**config.mk**
```make
export PLATFORM = sky130hd
export DESIGN_NAME = dual_axis_light_tracker_step
export DESIGN_NICKNAME = d
export VERILOG_FILES = /design/src/dalt_pkg.sv /design/src/dual_axis_light_tracker_step.sv /design/src/dalt_seq.sv /design/src/dalt_dp.sv
export SDC_FILE = /design/constraint.sdc
export NUM_CORES = 2
export LEC_CHECK = 0
export BUFFER_PORTS_ARGS = -buffer_cell sky130_fd_sc_hd__buf_2
export CAP_MARGIN = 10
export CORE_MARGIN = 4
export CORE_UTILIZATION = 50
export DETAILED_ROUTE_END_ITERATION = 6
export PLACE_DENSITY = 0.63
export SLEW_MARGIN = 10
export SYNTH_ARGS = -nofsm -noshare
export SYNTH_HDL_FRONTEND = slang
export SYNTH_SLANG_ARGS = --single-unit
export TNS_END_PERCENT = 10
```
**constraint.sdc**
```tcl
create_clock -name clock -period 10.4 [get_ports clock]
set_input_delay 1.56 -clock clock [delete_from_list [all_inputs] [get_ports clock]]
set_output_delay 1.56 -clock clock [all_outputs]
set_load 0.01 [all_outputs]
```
**src/dalt_pkg.sv**
```systemverilog
// Shared types, constants and the microcode program of the light tracker.
`default_nettype none

package dalt_pkg;

   // Default build values of the top-level parameters.
   localparam int SAMPLE_BITS_DEF = 12;
   localparam int PARK_PAN_DEF    = 90;
   localparam int PARK_TILT_DEF   = 45;

   // Fixed field widths.
   localparam int TOL_BITS       = 12;
   localparam int GAIN_BITS      = 16;
   localparam int STEP_BITS      = 16;
   localparam int LIMIT_BITS     = 8;
   localparam int ANGLE_BITS     = 16;
   localparam int FRAC_BITS      = 8;
   localparam int POS_BITS       = 8;
   localparam int RSP_DATA_BITS  = 2 * POS_BITS;
   localparam int CSR_INDEX_BITS = 8;
   localparam int CSR_DATA_BITS  = 16;

   // Quotient bits kept by the divider; a larger quotient always saturates.
   localparam int QUO_BITS  = STEP_BITS + 1;
   localparam int LOOP_BITS = $clog2(QUO_BITS);
   localparam int PC_BITS   = 4;

   // Register indexes of the configuration port.
   localparam logic [CSR_INDEX_BITS-1:0] CSR_TOLERANCE  = 8'd0;
   localparam logic [CSR_INDEX_BITS-1:0] CSR_PAN_GAIN   = 8'd1;
   localparam logic [CSR_INDEX_BITS-1:0] CSR_TILT_GAIN  = 8'd2;
   localparam logic [CSR_INDEX_BITS-1:0] CSR_MAX_STEP   = 8'd3;
   localparam logic [CSR_INDEX_BITS-1:0] CSR_PAN_LOWER  = 8'd4;
   localparam logic [CSR_INDEX_BITS-1:0] CSR_PAN_UPPER  = 8'd5;
   localparam logic [CSR_INDEX_BITS-1:0] CSR_TILT_LOWER = 8'd6;
   localparam logic [CSR_INDEX_BITS-1:0] CSR_TILT_UPPER = 8'd7;

   // Register values after reset.
   localparam logic [TOL_BITS-1:0]   TOL_RESET        = 12'd50;
   localparam logic [GAIN_BITS-1:0]  GAIN_RESET       = 16'd655;
   localparam logic [STEP_BITS-1:0]  MAX_STEP_RESET   = 16'd512;
   localparam logic [LIMIT_BITS-1:0] LOWER_RESET      = 8'd0;
   localparam logic [LIMIT_BITS-1:0] UPPER_RESET      = 8'd180;

   // Datapath operations selected by a control word.
   typedef enum logic [3:0] {
      OP_WAIT,
      OP_DIFF,
      OP_MUL1,
      OP_MUL2,
      OP_DIV_INIT,
      OP_DIV_STEP,
      OP_CLAMP,
      OP_UPDATE,
      OP_EMIT
   } op_type;

   // Sequencer branch conditions.
   typedef enum logic [1:0] {
      JMP_NONE,
      JMP_ALWAYS,
      JMP_LOOP
   } cond_type;

   typedef enum logic {
      AXIS_PAN,
      AXIS_TILT
   } axis_type;

   typedef struct packed {
      op_type               op;
      axis_type             axis;
      cond_type             cond;
      logic [PC_BITS-1:0]   target;
   } ctrl_type;

   // Handshake status that can hold the sequencer on its current step.
   typedef struct packed {
      logic req_valid;
      logic out_busy;
   } seq_hold_type;

   // Microcode program: one control word per step.
   function automatic ctrl_type ucode(input logic [PC_BITS-1:0] pc);
      ctrl_type cw;
      cw = '{OP_WAIT, AXIS_PAN, JMP_NONE, '0};
      unique case (pc)
         4'd0:  cw = '{OP_WAIT,     AXIS_PAN,  JMP_NONE,   4'd0};
         4'd1:  cw = '{OP_DIFF,     AXIS_PAN,  JMP_NONE,   4'd0};
         4'd2:  cw = '{OP_MUL1,     AXIS_PAN,  JMP_NONE,   4'd0};
         4'd3:  cw = '{OP_MUL2,     AXIS_PAN,  JMP_NONE,   4'd0};
         4'd4:  cw = '{OP_DIV_INIT, AXIS_PAN,  JMP_NONE,   4'd0};
         4'd5:  cw = '{OP_DIV_STEP, AXIS_PAN,  JMP_LOOP,   4'd5};
         4'd6:  cw = '{OP_CLAMP,    AXIS_PAN,  JMP_NONE,   4'd0};
         4'd7:  cw = '{OP_UPDATE,   AXIS_PAN,  JMP_NONE,   4'd0};
         4'd8:  cw = '{OP_DIFF,     AXIS_TILT, JMP_NONE,   4'd0};
         4'd9:  cw = '{OP_MUL1,     AXIS_TILT, JMP_NONE,   4'd0};
         4'd10: cw = '{OP_MUL2,     AXIS_TILT, JMP_NONE,   4'd0};
         4'd11: cw = '{OP_DIV_INIT, AXIS_TILT, JMP_NONE,   4'd0};
         4'd12: cw = '{OP_DIV_STEP, AXIS_TILT, JMP_LOOP,   4'd12};
         4'd13: cw = '{OP_CLAMP,    AXIS_TILT, JMP_NONE,   4'd0};
         4'd14: cw = '{OP_UPDATE,   AXIS_TILT, JMP_NONE,   4'd0};
         4'd15: cw = '{OP_EMIT,     AXIS_PAN,  JMP_ALWAYS, 4'd0};
         default: cw = '{OP_WAIT,   AXIS_PAN,  JMP_NONE,   4'd0};
      endcase
      return cw;
   endfunction

endpackage

`default_nettype wire

```
**src/dual_axis_light_tracker_step.sv**
```systemverilog
// Top level of the two-axis light tracker: stream ports, sequencer and datapath.
`default_nettype none

// Each accepted word holds four light samples. The block forms the halved
// pair sums, takes the horizontal and vertical differences and, per axis,
// computes difference * gain * min(|difference|, tolerance) / (tolerance * 256)
// with one shared multiplier and a one-bit-per-cycle restoring divider, clamps
// the step to the step limit, adds it to the stored Q8.8 angle and limits that
// angle. A microcoded sequencer runs the steps; of each axis's steps, the
// divider iterations, one per kept quotient bit, take the largest share. The
// next word is taken once the sequencer is back at its wait step, while an
// earlier result may still sit in the output register.
// Configuration writes are always ready and should only be issued while idle.
module dual_axis_light_tracker_step
   import dalt_pkg::*;
#(
   parameter int SAMPLE_BITS = SAMPLE_BITS_DEF,
   parameter int PARK_PAN    = PARK_PAN_DEF,
   parameter int PARK_TILT   = PARK_TILT_DEF
) (
   input  wire logic                                 clock,
   input  wire logic                                 reset,
   input  wire logic                                 req_tvalid,
   output logic                                      req_tready,
   // light_top_left, light_top_right, light_bottom_left, light_bottom_right
   input  wire logic [((4*SAMPLE_BITS+7)/8)*8-1:0]   req_tdata,
   output logic                                      rsp_tvalid,
   input  wire logic                                 rsp_tready,
   // pan_position, tilt_position
   output logic [RSP_DATA_BITS-1:0]                  rsp_tdata,
   input  wire logic                                 csr_valid,
   output logic                                      csr_ready,
   input  wire logic [CSR_INDEX_BITS-1:0]            csr_index,
   input  wire logic [CSR_DATA_BITS-1:0]             csr_data
);

   localparam int SB = SAMPLE_BITS;

   ctrl_type            ctrl;
   seq_hold_type        hold;
   logic                req_accept;
   logic                rsp_valid;
   logic [POS_BITS-1:0] pan_position, tilt_position;

   // Input words are taken only at the wait step.
   assign req_tready = (ctrl.op == OP_WAIT);
   assign req_accept = req_tvalid && req_tready;
   assign csr_ready  = 1'b1;

   assign hold.req_valid = req_tvalid;
   assign hold.out_busy  = rsp_valid && !rsp_tready;

   assign rsp_tvalid = rsp_valid;
   assign rsp_tdata  = {tilt_position, pan_position};

   dalt_seq u_seq (
      .clock (clock),
      .reset (reset),
      .hold  (hold),
      .ctrl  (ctrl)
   );

   dalt_dp #(
      .SAMPLE_BITS (SAMPLE_BITS),
      .PARK_PAN    (PARK_PAN),
      .PARK_TILT   (PARK_TILT)
   ) u_dp (
      .clock              (clock),
      .reset              (reset),
      .ctrl               (ctrl),
      .req_accept         (req_accept),
      .light_top_left     (req_tdata[SB-1:0]),
      .light_top_right    (req_tdata[2*SB-1:SB]),
      .light_bottom_left  (req_tdata[3*SB-1:2*SB]),
      .light_bottom_right (req_tdata[4*SB-1:3*SB]),
      .csr_write          (csr_valid),
      .csr_index          (csr_index),
      .csr_data           (csr_data),
      .rsp_ready          (rsp_tready),
      .rsp_valid          (rsp_valid),
      .pan_position       (pan_position),
      .tilt_position      (tilt_position)
   );

endmodule

`default_nettype wire

```
**src/dalt_seq.sv**
```systemverilog
// Microcode sequencer: program counter, loop counter and control word fetch.
`default_nettype none

module dalt_seq
   import dalt_pkg::*;
(
   input  wire logic         clock,
   input  wire logic         reset,
   input  wire seq_hold_type hold,
   output ctrl_type          ctrl
);

   logic [PC_BITS-1:0]   pc_ff, pc_in;
   logic [LOOP_BITS-1:0] loop_cnt_ff, loop_cnt_in;
   logic                 stay;

   // Fetch the control word of the current step.
   assign ctrl = ucode(pc_ff);

   // Hold while waiting for a word or while the result register is still full.
   assign stay = ((ctrl.op == OP_WAIT) && !hold.req_valid) ||
                 ((ctrl.op == OP_EMIT) && hold.out_busy);

   // Next step and loop count.
   always_comb begin
      pc_in       = pc_ff;
      loop_cnt_in = loop_cnt_ff;
      if (!stay) begin
         unique case (ctrl.cond)
            JMP_NONE:   pc_in = pc_ff + PC_BITS'(1);
            JMP_ALWAYS: pc_in = ctrl.target;
            JMP_LOOP: begin
               if (loop_cnt_ff != '0) begin
                  pc_in       = ctrl.target;
                  loop_cnt_in = loop_cnt_ff - LOOP_BITS'(1);
               end else begin
                  pc_in       = pc_ff + PC_BITS'(1);
                  loop_cnt_in = LOOP_BITS'(QUO_BITS - 1);
               end
            end
            default: pc_in = pc_ff + PC_BITS'(1);
         endcase
      end
   end

   always_ff @(posedge clock) begin
      if (reset) begin
         pc_ff       <= '0;
         loop_cnt_ff <= LOOP_BITS'(QUO_BITS - 1);
      end else begin
         pc_ff       <= pc_in;
         loop_cnt_ff <= loop_cnt_in;
      end
   end

   // A divider loop step with iterations left repeats itself.
   assert property (@(posedge clock) disable iff (reset)
      (ctrl.cond == JMP_LOOP) && (loop_cnt_ff != '0) |=> pc_ff == $past(pc_ff))
      else $error("divider loop left early");

   // Outside the divider loop the counter sits at its reload value.
   assert property (@(posedge clock) disable iff (reset)
      (ctrl.op != OP_DIV_STEP) |-> loop_cnt_ff == LOOP_BITS'(QUO_BITS - 1))
      else $error("loop counter not reloaded");

   // After a result is written the program returns to the wait step.
   assert property (@(posedge clock) disable iff (reset)
      (ctrl.op == OP_EMIT) && !hold.out_busy |=> ctrl.op == OP_WAIT)
      else $error("program did not return to wait");

endmodule

`default_nettype wire

```
**src/dalt_dp.sv**
```systemverilog
// Tracker datapath: configuration registers, shared multiplier, divider and angles.
`default_nettype none

module dalt_dp
   import dalt_pkg::*;
#(
   parameter int SAMPLE_BITS = SAMPLE_BITS_DEF,
   parameter int PARK_PAN    = PARK_PAN_DEF,
   parameter int PARK_TILT   = PARK_TILT_DEF
) (
   input  wire logic                      clock,
   input  wire logic                      reset,
   input  wire ctrl_type                  ctrl,
   input  wire logic                      req_accept,
   input  wire logic [SAMPLE_BITS-1:0]    light_top_left,
   input  wire logic [SAMPLE_BITS-1:0]    light_top_right,
   input  wire logic [SAMPLE_BITS-1:0]    light_bottom_left,
   input  wire logic [SAMPLE_BITS-1:0]    light_bottom_right,
   input  wire logic                      csr_write,
   input  wire logic [CSR_INDEX_BITS-1:0] csr_index,
   input  wire logic [CSR_DATA_BITS-1:0]  csr_data,
   input  wire logic                      rsp_ready,
   output logic                           rsp_valid,
   output logic [POS_BITS-1:0]            pan_position,
   output logic [POS_BITS-1:0]            tilt_position
);

   localparam int SB    = SAMPLE_BITS;
   localparam int MULAW = SB + GAIN_BITS;
   localparam int MULPW = MULAW + GAIN_BITS;
   localparam int PRODW = MULAW + TOL_BITS;
   localparam int HW    = PRODW - FRAC_BITS - QUO_BITS;
   localparam int CMPW  = (HW > TOL_BITS) ? HW : TOL_BITS;
   localparam int MAGCW = (SB > TOL_BITS) ? SB : TOL_BITS;
   localparam int AW    = ANGLE_BITS + 2;

   localparam logic [ANGLE_BITS-1:0] PAN_RESET  = ANGLE_BITS'(PARK_PAN * 256);
   localparam logic [ANGLE_BITS-1:0] TILT_RESET = ANGLE_BITS'(PARK_TILT * 256);

   // Configuration registers.
   logic [TOL_BITS-1:0]   tol_ff;
   logic [GAIN_BITS-1:0]  pan_gain_ff, tilt_gain_ff;
   logic [STEP_BITS-1:0]  max_step_ff;
   logic [LIMIT_BITS-1:0] pan_lower_ff, pan_upper_ff, tilt_lower_ff, tilt_upper_ff;

   // Working registers.
   logic [SB-1:0]         tl_ff, tr_ff, bl_ff, br_ff;
   logic                  neg_ff, neg_in;
   logic [SB-1:0]         mag_ff, mag_in;
   logic [TOL_BITS-1:0]   m_ff, m_in;
   logic [PRODW-1:0]      prod_ff, prod_in;
   logic                  sat_ff, sat_in;
   logic [TOL_BITS-1:0]   rem_ff, rem_in;
   logic [QUO_BITS-1:0]   quo_ff, quo_in;
   logic [STEP_BITS-1:0]  step_ff, step_in;
   logic [ANGLE_BITS-1:0] pan_angle_ff, pan_angle_in, tilt_angle_ff, tilt_angle_in;
   logic                  rsp_valid_ff, rsp_valid_in;
   logic [POS_BITS-1:0]   pan_pos_ff, pan_pos_in, tilt_pos_ff, tilt_pos_in;

   // Combinational helpers.
   logic [TOL_BITS-1:0]   tol_eff;
   logic [SB-1:0]         src_a0, src_a1, src_b0, src_b1;
   logic [SB:0]           sum_a, sum_b, diff;
   logic [GAIN_BITS-1:0]  gain_sel;
   logic [MULAW-1:0]      mul_a;
   logic [GAIN_BITS-1:0]  mul_b;
   logic [MULPW-1:0]      mul_p;
   logic [MAGCW-1:0]      mag_ext;
   logic [CMPW-1:0]       hi_ext;
   logic [TOL_BITS:0]     trial;
   logic                  trial_ge;
   logic [ANGLE_BITS-1:0] angle_sel;
   logic [LIMIT_BITS-1:0] lower_sel, upper_sel;
   logic [AW-1:0]         angle_sum, lo_ext, hi_lim_ext;
   logic [ANGLE_BITS-1:0] angle_new;
   logic [ANGLE_BITS-1:0] pan_rnd, tilt_rnd;
   logic                  emit_fire;

   // A zero tolerance acts as one.
   assign tol_eff = (tol_ff == '0) ? TOL_BITS'(1) : tol_ff;

   // Pair sums for the selected axis: pan compares left with right, tilt top with bottom.
   always_comb begin
      if (ctrl.axis == AXIS_PAN) begin
         src_a0 = tl_ff; src_a1 = bl_ff; src_b0 = tr_ff; src_b1 = br_ff;
         gain_sel  = pan_gain_ff;
         angle_sel = pan_angle_ff;
         lower_sel = pan_lower_ff;
         upper_sel = pan_upper_ff;
      end else begin
         src_a0 = tl_ff; src_a1 = tr_ff; src_b0 = bl_ff; src_b1 = br_ff;
         gain_sel  = tilt_gain_ff;
         angle_sel = tilt_angle_ff;
         lower_sel = tilt_lower_ff;
         upper_sel = tilt_upper_ff;
      end
   end

   assign sum_a = {1'b0, src_a0} + {1'b0, src_a1};
   assign sum_b = {1'b0, src_b0} + {1'b0, src_b1};
   assign diff  = {1'b0, sum_a[SB:1]} - {1'b0, sum_b[SB:1]};

   // Shared multiplier: magnitude times gain, then that product times the scale.
   assign mul_a   = (ctrl.op == OP_MUL1) ? MULAW'(mag_ff) : prod_ff[MULAW-1:0];
   assign mul_b   = (ctrl.op == OP_MUL1) ? gain_sel : GAIN_BITS'(m_ff);
   assign mul_p   = mul_a * mul_b;
   assign mag_ext = MAGCW'(mag_ff);

   // Divider front end: bits above the kept quotient decide saturation.
   assign hi_ext = CMPW'(prod_ff[PRODW-1:FRAC_BITS+QUO_BITS]);

   // One restoring division step.
   assign trial    = {rem_ff, quo_ff[QUO_BITS-1]};
   assign trial_ge = trial >= {1'b0, tol_eff};

   // Angle update and limiting, compared as signed values.
   assign angle_sum  = neg_ff ? ({2'b00, angle_sel} - {2'b00, step_ff})
                              : ({2'b00, angle_sel} + {2'b00, step_ff});
   assign lo_ext     = {2'b00, lower_sel, {FRAC_BITS{1'b0}}};
   assign hi_lim_ext = {2'b00, upper_sel, {FRAC_BITS{1'b0}}};

   always_comb begin
      if ($signed(angle_sum) < $signed(lo_ext)) begin
         angle_new = lo_ext[ANGLE_BITS-1:0];
      end else if ($signed(angle_sum) > $signed(hi_lim_ext)) begin
         angle_new = hi_lim_ext[ANGLE_BITS-1:0];
      end else begin
         angle_new = angle_sum[ANGLE_BITS-1:0];
      end
   end

   // Result rounding to whole degrees.
   assign pan_rnd   = pan_angle_ff + ANGLE_BITS'(128);
   assign tilt_rnd  = tilt_angle_ff + ANGLE_BITS'(128);
   assign emit_fire = (ctrl.op == OP_EMIT) && !(rsp_valid_ff && !rsp_ready);

   // Operation decode.
   always_comb begin
      neg_in        = neg_ff;
      mag_in        = mag_ff;
      m_in          = m_ff;
      prod_in       = prod_ff;
      sat_in        = sat_ff;
      rem_in        = rem_ff;
      quo_in        = quo_ff;
      step_in       = step_ff;
      pan_angle_in  = pan_angle_ff;
      tilt_angle_in = tilt_angle_ff;
      pan_pos_in    = pan_pos_ff;
      tilt_pos_in   = tilt_pos_ff;
      unique case (ctrl.op)
         OP_WAIT: ;
         OP_DIFF: begin
            neg_in = diff[SB];
            mag_in = diff[SB] ? SB'(-diff) : diff[SB-1:0];
         end
         OP_MUL1: begin
            prod_in = PRODW'(mul_p);
            m_in    = (mag_ext <= MAGCW'(tol_eff)) ? mag_ext[TOL_BITS-1:0] : tol_eff;
         end
         OP_MUL2: prod_in = PRODW'(mul_p);
         OP_DIV_INIT: begin
            sat_in = hi_ext >= CMPW'(tol_eff);
            rem_in = hi_ext[TOL_BITS-1:0];
            quo_in = prod_ff[FRAC_BITS+QUO_BITS-1:FRAC_BITS];
         end
         OP_DIV_STEP: begin
            rem_in = trial_ge ? TOL_BITS'(trial - {1'b0, tol_eff}) : trial[TOL_BITS-1:0];
            quo_in = {quo_ff[QUO_BITS-2:0], trial_ge};
         end
         OP_CLAMP: begin
            step_in = (sat_ff || (quo_ff > {1'b0, max_step_ff})) ? max_step_ff
                                                                 : quo_ff[STEP_BITS-1:0];
         end
         OP_UPDATE: begin
            if (ctrl.axis == AXIS_PAN) begin
               pan_angle_in = angle_new;
            end else begin
               tilt_angle_in = angle_new;
            end
         end
         OP_EMIT: begin
            if (emit_fire) begin
               pan_pos_in  = pan_rnd[ANGLE_BITS-1:FRAC_BITS];
               tilt_pos_in = tilt_rnd[ANGLE_BITS-1:FRAC_BITS];
            end
         end
         default: ;
      endcase
   end

   // Result word valid flag.
   always_comb begin
      rsp_valid_in = rsp_valid_ff;
      if (emit_fire) begin
         rsp_valid_in = 1'b1;
      end else if (rsp_ready) begin
         rsp_valid_in = 1'b0;
      end
   end

   // Control state and configuration.
   always_ff @(posedge clock) begin
      if (reset) begin
         tol_ff        <= TOL_RESET;
         pan_gain_ff   <= GAIN_RESET;
         tilt_gain_ff  <= GAIN_RESET;
         max_step_ff   <= MAX_STEP_RESET;
         pan_lower_ff  <= LOWER_RESET;
         pan_upper_ff  <= UPPER_RESET;
         tilt_lower_ff <= LOWER_RESET;
         tilt_upper_ff <= UPPER_RESET;
         pan_angle_ff  <= PAN_RESET;
         tilt_angle_ff <= TILT_RESET;
         rsp_valid_ff  <= 1'b0;
      end else begin
         pan_angle_ff  <= pan_angle_in;
         tilt_angle_ff <= tilt_angle_in;
         rsp_valid_ff  <= rsp_valid_in;
         if (csr_write) begin
            unique case (csr_index)
               CSR_TOLERANCE:  tol_ff        <= csr_data[TOL_BITS-1:0];
               CSR_PAN_GAIN:   pan_gain_ff   <= csr_data[GAIN_BITS-1:0];
               CSR_TILT_GAIN:  tilt_gain_ff  <= csr_data[GAIN_BITS-1:0];
               CSR_MAX_STEP:   max_step_ff   <= csr_data[STEP_BITS-1:0];
               CSR_PAN_LOWER:  pan_lower_ff  <= csr_data[LIMIT_BITS-1:0];
               CSR_PAN_UPPER:  pan_upper_ff  <= csr_data[LIMIT_BITS-1:0];
               CSR_TILT_LOWER: tilt_lower_ff <= csr_data[LIMIT_BITS-1:0];
               CSR_TILT_UPPER: tilt_upper_ff <= csr_data[LIMIT_BITS-1:0];
               default: ;
            endcase
         end
      end
   end

   // Payload registers.
   always_ff @(posedge clock) begin
      if (req_accept) begin
         tl_ff <= light_top_left;
         tr_ff <= light_top_right;
         bl_ff <= light_bottom_left;
         br_ff <= light_bottom_right;
      end
      neg_ff      <= neg_in;
      mag_ff      <= mag_in;
      m_ff        <= m_in;
      prod_ff     <= prod_in;
      sat_ff      <= sat_in;
      rem_ff      <= rem_in;
      quo_ff      <= quo_in;
      step_ff     <= step_in;
      pan_pos_ff  <= pan_pos_in;
      tilt_pos_ff <= tilt_pos_in;
   end

   assign rsp_valid     = rsp_valid_ff;
   assign pan_position  = pan_pos_ff;
   assign tilt_position = tilt_pos_ff;

   // The clamped step never exceeds the step limit.
   assert property (@(posedge clock) disable iff (reset)
      (ctrl.op == OP_CLAMP) |=> step_ff <= $past(max_step_ff))
      else $error("step exceeds limit");

   // Stored angles stay within the range an 8-bit degree limit allows.
   assert property (@(posedge clock) disable iff (reset)
      (pan_angle_ff <= 16'hFF00) && (tilt_angle_ff <= 16'hFF00))
      else $error("angle out of range");

endmodule

`default_nettype wire
```
* Yosys cells after proc, flatten, opt, wreduce, memory -nomap -nowiden *
Memory sizes are Yosys's and may differ from the RTL's. A register that Yosys moved wholly into a read port is not among the register bits.
Index checks and enable logic that the tools add are counted.

storage, ports and cells
  register bits after elaboration = 309
  latch bits = 0
  bits in writable memories = 0
  ROM bits = 160
  output and inout bits = 19
  memories = 1

memories
  memory           words  width  rd ports  clocked after Yosys merged registers in  wr ports  line            source
  (no name shown)  16     10     1         1                                        0         dalt_pkg.sv:87  unique case (pc)

operators by class
  add/sub/neg operators = 11
  $mul = 1
  divide/modulo/power cells = 0
  order comparisons = 6
  eq/ne operators = 17
  shift-type cells = 0
  multiplexer cells = 25
  bitwise logic cells = 2
  reduce and logical (&&, ||, !) cells = 29

operators by type and width
  operator                 number
  $mux W16                 6
  $mux W12                 6
  $mul A28 B16 Y40         1
  $pmux W17 S2             1
  $add A16 B8 Y16 const B  2
  $eq A8 B3 Y1 const B     4
  $mux W28                 1
  $add A12 B12 Y13         2
  $pmux W12 S2             1
  $reduce_and A2 Y1        12
  $gt A18 B17 Y1           1
  $lt A18 B17 Y1           1
  $mux W18                 1
  $add A16 B16 Y17         1
  $gt A17 B16 Y1           1
  $sub A16 B16 Y17         1
  $eq A4 B3 Y1 const B     4
  $eq A8 B2 Y1 const B     2
  $mux W8                  2
  $ge A15 B12 Y1           1
  $ge A13 B12 Y1           1
  $sub A12 B12 Y13         1
  $le A12 B12 Y1           1
  $logic_not A12 Y1        1
  other kinds (23)         36

* Longest topological paths before layout *
  word-level depth = 6
  gate-level depth with buffers = 32
  mapped depth without buffers = 29

* Modules after synthesis *
A second synthesis with hierarchy kept.

second synthesis, totals
  cells, all modules = 3334
  area, all modules = 31361.3 um^2

modules (own cells, without submodules)
  module                        instances  cells each  area each (um^2)  sequential area each (um^2)
  dalt_dp                       1          3229        30352.9           7757.4
  dalt_seq                      1          100         972.2             340.3
  dual_axis_light_tracker_step  1          5           36.3              0.0

* Least setup slack after synthesis *
OpenSTA, ideal clock, no wires.

  kind = flip-flop to flip-flop
  start point = reg u_seq.ctrl[8] (netlist name)
  end point = reg u_dp.prod_ff[39] (data pin)
  library setup time = 0.258 ns
  data arrival time = 7.243 ns
  required time = 10.142 ns
  slack = 2.899 ns
  cell stages (with the launch flop) = 32
  path buffers = 3
  period minus slack after synthesis = 7.501 ns
  cell sequence = dfxtp_1 -> nor2b_1 -> nand2_1 -> inv_1 -> clkbuf_1 -> buf_1 -> nand2_1 -> nand2_1 -> nand2_1 -> fa_1 -> inv_1 -> fa_1 -> inv_1 -> fa_1 -> inv_1 -> fa_1 -> fa_1 -> inv_1 -> fa_1 -> inv_1 -> ha_1 -> clkbuf_2 -> nand4_1 -> nor3_1 -> nand3_1 -> a21boi_2 -> a31oi_2 -> nor4b_2 -> a211oi_2 -> a211o_1 -> a31o_1 -> xnor2_1

on the way
  cells in the longest elaborated chain, start to end = 3

RTL lines
  what                                         line                            source
  $eq A4 B2 Y1 *                               dalt_dp.sv:104, dalt_dp.sv:105
  $mux W28 / $mux W16 (equally long branches)  dalt_dp.sv:104, dalt_dp.sv:105
  $mul A28 B16 Y40 *                           dalt_dp.sv:106                  assign mul_p = mul_a * mul_b;
  net u_dp.mul_p[39]                           dalt_dp.sv:67                   logic [MULPW-1:0] mul_p;
  end signal, assigned                         dalt_dp.sv:247                  prod_ff <= prod_in;
  end, declared                                dalt_dp.sv:51                   logic [PRODW-1:0] prod_ff, prod_in;

Mark *: on every way through the listed nets, which the timed path passes. The rest lies on a longest branch.
A chain may end at the register's enable or synchronous reset.

* Final worst setup path *
  start point = reg u_seq.ctrl[8] (netlist name)
  end point = reg u_dp.prod_ff[38] (data pin)

on the way
  cells in the longest elaborated chain, start to end = 3

RTL lines
  what                                         line
  $eq A4 B2 Y1 *                               dalt_dp.sv:104, dalt_dp.sv:105
  $mux W28 / $mux W16 (equally long branches)  dalt_dp.sv:104, dalt_dp.sv:105
  $mul A28 B16 Y40 *                           dalt_dp.sv:106
  net u_dp.mul_p[38]                           dalt_dp.sv:67

Marked as above.

==> impl_results.rst <==
.. list-table::
   :header-rows: 1

   * - Metric
     - Value
   * - Inserted Clock Buffers
     - 38
   * - Final ANT Viol Nets
     - 0
   * - Count of mapped cells out of synthesis
     - 3,432
   * - CTS Sinks
     - 317
   * - Final nets
     - 4,192
   * - Mean post-synth cell area
     - 9.20 sq um
   * - Sort of element at the end of the critical path
     - register
   * - Core region area
     - 0.0622 sq mm
   * - Post-synthesis instance area
     - 0.0316 sq mm
   * - Type of the worst min-delay path
     - register to register
   * - Path type of the worst setup path
     - register to register
   * - Critical Path Fanout Max
     - 45
   * - TritonCTS clock tree
     - built
   * - Ys Warns
     - 0
   * - Proportion of register bits with asynchronous set or reset after synthesis
     - 0%
   * - Final setup fails
     - 0
   * - HPWL reported at the end of detailed placement
     - 71,900 um
   * - Y dimension of the die
     - 259 um
   * - Wire length of the first global-routing pass
     - 141,000 um
   * - Maximum clock rate
     - 0.117 GHz
   * - Total congestion overflow
     - 0
   * - Clock transition at the registers of the reported paths
     - 60 ps
   * - Status
     - finished clean
   * - RSZ-0062 raised after global routing
     - false
   * - Pin count of the biggest net entering global routing
     - 95
   * - Nature of the critical path startpoint
     - register
   * - RD Place Congestion
     - 0.979
   * - Cells after DPL
     - 4,304
   * - Standard cell with the maximum stage delay on the critical path
     - fa_1
   * - Final clock skew
     - 30.5 ps
   * - Detailed-route DRC error count
     - 0
   * - Resize count post-CTS
     - 0
   * - Area of the multi-input gates
     - 0.0213 sq mm
   * - Synth-to-layout area growth
     - 8.58%
   * - Via density
     - 5.62
   * - DRT Wirelength
     - 89,900 um
   * - Via count of the first global-routing pass
     - 25.2k
   * - Layout filler cell count
     - 5,630
   * - Max-slew violation count
     - 0
   * - Clock Root Buffer
     - clkbuf_16
   * - Via count
     - 24.6k
   * - First-pass detailed-route iteration total
     - 5
   * - Total routing resource utilization after global routing
     - 26.8%
   * - Sequential element share of the synthesized area
     - 25.6%
   * - Utilization of the core after routing
     - 55.2%
   * - Level count of the clock H-tree
     - 2
   * - WP buf/inv
     - 5
   * - Slew margin rel.
     - 16.9%
   * - Insertion delay to the later sink of the worst-skew pair
     - 580 ps
   * - Critical path arrival
     - 8840 ps
   * - Final Cycle Share
     - 82.0%
   * - Top-area cell type share of the netlist area
     - 23.0%
   * - Post-CTS repair timing setup buffer count
     - 0
   * - Hold buffers post-CTS
     - 0
   * - # port buffers
     - 94
   * - Final standard cell count with taps included and fillers excluded
     - 4,376
   * - Max cap viols
     - 0
   * - Flip-flop and latch count after synthesis
     - 317
   * - Cell type with the highest aggregate area in the netlist
     - fa_1
   * - Biggest cell delay along the critical path
     - 570 ps
   * - Storage cell area
     - 0.00810 sq mm
   * - Maximum clock insertion buffer count
     - 3
   * - Full die area
     - 0.0673 sq mm
   * - DRC violation total after the first TritonRoute iteration
     - 1,859
   * - Worst path most repeated cell
     - fa_1
   * - Number of distinct library cells after synthesis
     - 88
   * - Die X-Extent
     - 259 um
   * - Final TNS setup
     - 0 ps
   * - Final Hold Viols
     - 0
   * - Largest cells by area after synthesis
     - fa_1 23%, edfxtp_1 17%, ha_1 9.7%
   * - Final worst path period need
     - 8530 ps
   * - Cell Rows
     - 91
   * - Delay-heaviest family, CP
     - adder cells
   * - Post-synth EDFFs
     - 175
   * - Average wire per standard cell
     - 20.6 um
   * - Io pins
     - 96
   * - Initial antenna violation count
     - 3
   * - Initial standard-cell utilization of the core
     - 50.8%
   * - Post-synth top flop
     - edfxtp_1
   * - CP required
     - 10,710 ps
   * - Share of layout cells above drive strength 1
     - 8.26%
   * - Slew at the pin with the worst max-slew slack
     - 1250 ps
[worst paths after layout]
path	cells past startpoint	start	slack [ps]	to
max reg2reg	27	u_seq.ctrl[8]$_DFF_P_	1870	u_dp.prod_ff[38]$_DFFE_PP_
min	2	u_dp.pan_angle_ff[0]$_SDFFE_PP0P_	460	u_dp.pan_angle_ff[0]$_SDFFE_PP0P_
min reg2reg	2	u_dp.pan_angle_ff[0]$_SDFFE_PP0P_	460	u_dp.pan_angle_ff[0]$_SDFFE_PP0P_
max	27	u_seq.ctrl[8]$_DFF_P_	1870	u_dp.prod_ff[38]$_DFFE_PP_
[kinds of logic after synthesis]
family          after synthesis  synth area share [%]
mux                         133                  4.46
fa+ha+maj                   608                  32.7
buf+inv                     646                  7.74
flops                       317                  25.6
other cells                   2                0.0238
xor+xnor                    117                  3.24
compound gates              498                  10.2
simple gates               1111                  16.0
[routing by layer]
metal / vias up / GRT usage, % / wire length [um] / part of all wire (%)
li1: 11400 / - / - / -
met1: 12200 / 36.2 / 38200 / 42
met2: 848 / 44.6 / 42900 / 48
met3: 181 / 4.24 / 5840 / 6.5
met4: 2 / 8.29 / 2960 / 3.3
met5: - / 0 / 13 / 0.014
[worst min-delay path: stages (launching register included)]
cell and delay (ps):
dfxtp_1 320, nand2_1 60, o21ai_2 50
[flip-flops by register name (all words and copies together) (netlist names), 16 cells and up]
register	cells
u_dp.max_step_ff	16
u_dp.pan_angle_ff	16
u_dp.pan_gain_ff	16
u_dp.prod_ff	40
u_dp.quo_ff	17
u_dp.step_ff	16
u_dp.tilt_angle_ff	16
u_dp.tilt_gain_ff	16
[stage by stage]
stage | cell area [sq um] | hold slack, ps | setup WS (ps)
final | 34300 | 458 | 1870
after global routing | 34300 | 473 | 1430
after CTS | 34300 | 457 | 1930
after detailed placement | 33000 | 446 | 2020
after global placement | 33000 | 428 | 2240
after floorplan | 31800 | 420 | 2900
[cell usage after synthesis, drive strengths merged (44+ instances only)]
cell / instances
fa: 363
mux2: 62
nor3: 54
xnor2: 83
edfxtp: 175
a21o: 56
dfxtp: 142
clkbuf: 115
nor2: 187
nand2: 562
inv: 513
ha: 245
nand3: 44
mux2i: 71
and3: 69
and2: 58
o21ai: 102
a21oi: 165
[placed cells by master, fill, tap and decap left out, types with 7 or more instances in the layout]
cell type and n:
a211o_1 7, a211oi_1 12, a21o_1 56, a21oi_1 162, a221oi_1 8, a31oi_1 21
and2_1 56, and3_1 69, buf_2 93, buf_4 22, clkbuf_16 42, conb_1 55
dfxtp_1 141, edfxtp_1 175, fa_1 363, ha_1 245, inv_1 513, mux2_2 62
mux2i_1 71, nand2_1 561, nand2b_1 16, nand3_1 44, nand3b_1 24, nand4_1 29
nor2_1 185, nor2b_1 26, nor3_1 54, o211ai_1 27, o21a_1 23, o21ai_0 81
o21ai_1 10, o21ai_2 10, o21bai_1 20, xnor2_1 83, xor2_1 34
[cell type report]
| type | count | area share, % |
|---|---|---|
| Multi-Input combinational cell | 2522 | 62.1 |
| Inverter | 513 | 5.61 |
| Clock inverter | 19 | 0.492 |
| Antenna cell | 2 | 0.0146 |
| Clock buffer | 51 | 3.31 |
| Tap cell | 837 | 3.05 |
| Timing Repair Buffer | 115 | 1.84 |
| Sequential cell | 317 | 23.6 |
Power is left out: the tool's default activity adds up to more than one toggle a clock period on the data nets, which glitch-free logic cannot reach.
